$ cat config.mk
export PLATFORM = sky130hd
export DESIGN_NAME = rope_ram
export DESIGN_NICKNAME = d
export VERILOG_FILES = /design/src/rtl/rope_ram.sv
export SDC_FILE = /design/constraint.sdc
export NUM_CORES = 1
export LEC_CHECK = 0
export ABC_CLOCK_PERIOD_IN_PS = 3200
export BUFFER_PORTS_ARGS = -buffer_cell sky130_fd_sc_hd__buf_2
export CAP_MARGIN = 20
export CELL_PAD_IN_SITES_DETAIL_PLACEMENT = 1
export CELL_PAD_IN_SITES_GLOBAL_PLACEMENT = 1
export CORE_MARGIN = 1
export CORE_UTILIZATION = 42
export DETAILED_ROUTE_END_ITERATION = 10
export PLACE_DENSITY_LB_ADDON = 0.1
export SLEW_MARGIN = 25
export SYNTH_ARGS = -nofsm -noshare
export SYNTH_HDL_FRONTEND = slang
export SYNTH_SLANG_ARGS = --single-unit
$ cat constraint.sdc
create_clock -name clk -period 3.2 [get_ports clk]
set_input_delay 0.96 -clock clk [delete_from_list [all_inputs] [get_ports clk]]
set_output_delay 0.96 -clock clk [all_outputs]
set_load 0.05 [all_outputs]
$ cat src/rtl/rope_ram.sv
// generic simple dual-port ram with registered read
module rope_ram #(
	parameter int WIDTH = 16,
	parameter int DEPTH = 64
) (
	input  logic                                   clk,
	input  logic                                   we,
	input  logic [((DEPTH > 1) ? $clog2(DEPTH) : 1)-1:0] waddr,
	input  logic [WIDTH-1:0]                       wdata,
	input  logic                                   re,
	input  logic [((DEPTH > 1) ? $clog2(DEPTH) : 1)-1:0] raddr,
	output logic [WIDTH-1:0]                       rdata
);

	logic [WIDTH-1:0] mem_q [DEPTH];

	always_ff @(posedge clk) begin
		if (we) begin
			mem_q[waddr] <= wdata;
		end
		if (re) begin
			rdata <= mem_q[raddr];
		end
	end

endmodule

==> results.json <==
{
  "critical_path_class": "input pin to flip-flop",
  "fin_cells": 3528,
  "finalSetupTns_ns": 0,
  "fmax_mhz": 354,
  "combPwrFrac": 0.060,
  "vias": 19839,
  "hp-class": "input pin to flip-flop",
  "maxCapViolCount": 0,
  "power.share.clock": 0.419,
  "synth_top_area_share": 0.777,
  "vias_per_cell": 5.62,
  "path_clk_slew_ns": 0.06,
  "cts_num_sinks": 1040,
  "grt_use_total": 0.226,
  "drt-total-wl_um": 108000,
  "grt_max_degree": 65,
  "drt_iter0_markers": 1821,
  "grt_pass1_wl_um": 155000,
  "dpl_cell_area_um2": 44100,
  "holdWs_ns": 0.694,
  "ys_seq_elements": 1040,
  "cts_inserted_buffers": 108,
  "endpoint_kind": "flip-flop",
  "crit_path_frequent_cell": "buf_4",
  "crit_fanout": 40,
  "area_delta_synth_final_pct": 18.2,
  "fin_area_um2": 47500,
  "yosysWarnings": 0,
  "critPathSlowestCell": "a31oi_1",
  "n_fill_cell": 8469,
  "clock_latency_ns": 0.69,
  "drive_gt1_frac": 0.327,
  "hpwl_um": 70400,
  "synth_cells": 1829,
  "die_width_um": 311,
  "firstDrtPassIters": 5,
  "dieArea_um2": 97000,
  "post-cts-setup-buffers": 0,
  "pre_cts_slack_ns": -0.304,
  "leakage_nw": 15.4,
  "power_mw": 29.1,
  "multiInputGateArea_um2": 8250,
  "final_util": 0.501,
  "cts_tree": "yes",
  "final_cell_mix": "edfxtp_1, buf_4, mux4_2",
  "place_inst": 3328,
  "rows": 113,
  "maxSlewHeadroom": 0.379,
  "fin_worst_skew_ns": 0.0316,
  "max_stage_delay_ns": 0.53,
  "wl_per_cell_um": 30.7,
  "arrival_ns": 3.25,
  "syn_area_per_cell_um2": 22.0,
  "syn-num-nets": 1860,
  "swShare": 0.215,
  "gp_congestion": 0.814,
  "setup_viol": 0,
  "pwr_density_cell_nw_per_um2": 612,
  "grt_pass1_vias": 21091,
  "p_sw_mw": 6.27,
  "cts-hold-fix-buffers": 0,
  "synth_area_leaders": "edfxtp_1, mux4_2, mux2i_1, mux2_2, a22oi_1",
  "slew_viol_final": 0,
  "min_period_ns": 2.82,
  "setup_ws_ns": 0.376,
  "final_common_cell": "edfxtp_1",
  "startpoint_type": "input pin",
  "port_buffers": 46,
  "fin_crit_sh": 0.883,
  "grt_overflow": 0,
  "htreeDepth": 3,
  "fp.dieH_um": 311,
  "synth_area_leader_cell": "edfxtp_1",
  "syn_area_um2": 40200,
  "antenna_found_initial": 11,
  "route.detailed.drc": 0,
  "final_nets": 2204,
  "p_seq_frac": 0.521,
  "ant_nets": 0,
  "yosysSeqAreaShare": 0.777,
  "vdd_drop_max_mv": 0.421,
  "rsz0062_at_grt": "no",
  "clk_root_buffer_cell": "clkbuf_16",
  "regArea_um2": 31200,
  "io-pin-count": 47,
  "worst_pin_slew_ns": 0.931,
  "path_cells": "buf_6 -> buf_4 -> mux4_2 -> a211o_1 -> a31oi_1 -> buf_4 -> a311oi_1",
  "start_util": 0.424,
  "core_area_um2": 94900,
  "clock_path_buffers": 3,
  "hold_viol": 0,
  "synth.distinct_cells": 42,
  "cts_resized": 0,
  "worstPathRequired_ns": 3.63,
  "p_int_mw": 22.8,
  "run_status": "completed"
}
[power groups by stage]
stage	sequential, mW	combinational (mW)	clock (mW)
finish	15.2	1.74	12.2
detailed placement	15.4	1.76	0
floorplan	15.5	0.781	0
CTS	15.2	1.77	12.5
global placement	15.4	1.73	0
global route	15.2	1.84	12.9
[metal layers]
| layer | share of wire | GRT usage |
|---|---|---|
| met5 | 0.00042 | 0 |
| met4 | 0.020 | 0.0599 |
| met3 | 0.056 | 0.0393 |
| met2 | 0.49 | 0.370 |
| met1 | 0.43 | 0.315 |
[cell usage after synthesis, drive strengths merged]
library cell / count
a211o: 8
a211oi: 8
a21oi: 17
a221o: 6
a221oi: 16
a22o: 6
a22oi: 39
a311oi: 8
a31oi: 8
a41oi: 5
and2: 2
and4: 5
buf: 77
clkbuf: 27
edfxtp: 1040
mux2: 27
mux2i: 85
mux4: 224
nand2: 60
nand2b: 3
nand3: 24
nand3b: 2
nand4: 12
nand4b: 1
nor2: 74
nor2b: 30
nor3: 2
nor4: 3
o21ai: 8
or3: 1
or3b: 1
[path summary, 6_finish.rpt]
check / start / endpoint / slack, ns / cells past startpoint
min reg2reg: mem_q[10][12]$_DFFE_PP_ / rdata[12]$_DFFE_PP_ / 0.98 / 4
min: wdata[15] / mem_q[62][15]$_DFFE_PP_ / 0.69 / 1
max: raddr[1] / rdata[11]$_DFFE_PP_ / 0.38 / 7
max reg2reg: mem_q[23][11]$_DFFE_PP_ / rdata[11]$_DFFE_PP_ / 0.82 / 6
[cell families after synthesis]
| family | Yosys count | synth area share |
|---|---|---|
| flip-flops | 1040 | 0.777 |
| AND/OR/NAND/NOR | 220 | 0.0264 |
| buffers and inverters | 104 | 0.0182 |
| multiplexers | 336 | 0.155 |
| AO/OA/AOI/OAI | 129 | 0.0240 |
[final cells by class]
class | instances | share of cell area
Antenna cell | 1 | 0.0000527
Clock buffer | 137 | 0.0610
Clock inverter | 62 | 0.0110
Multi-Input combinational cell | 685 | 0.174
Sequential cell | 1040 | 0.657
Tap cell | 1265 | 0.0333
Timing Repair Buffer | 338 | 0.0637
[flip-flops by register name, summed over array words and instances, names as in the netlist]
| name | count |
|---|---|
| rdata | 16 |
| mem_q | 1024 |
[worst max-delay path, delay by kind of cell]
family                 cells  cell delay, ns
AO/OA/AOI/OAI              3            0.93
buffers and inverters      3            0.90
multiplexers               1            0.33
Power figures use the tool's default switching activity.
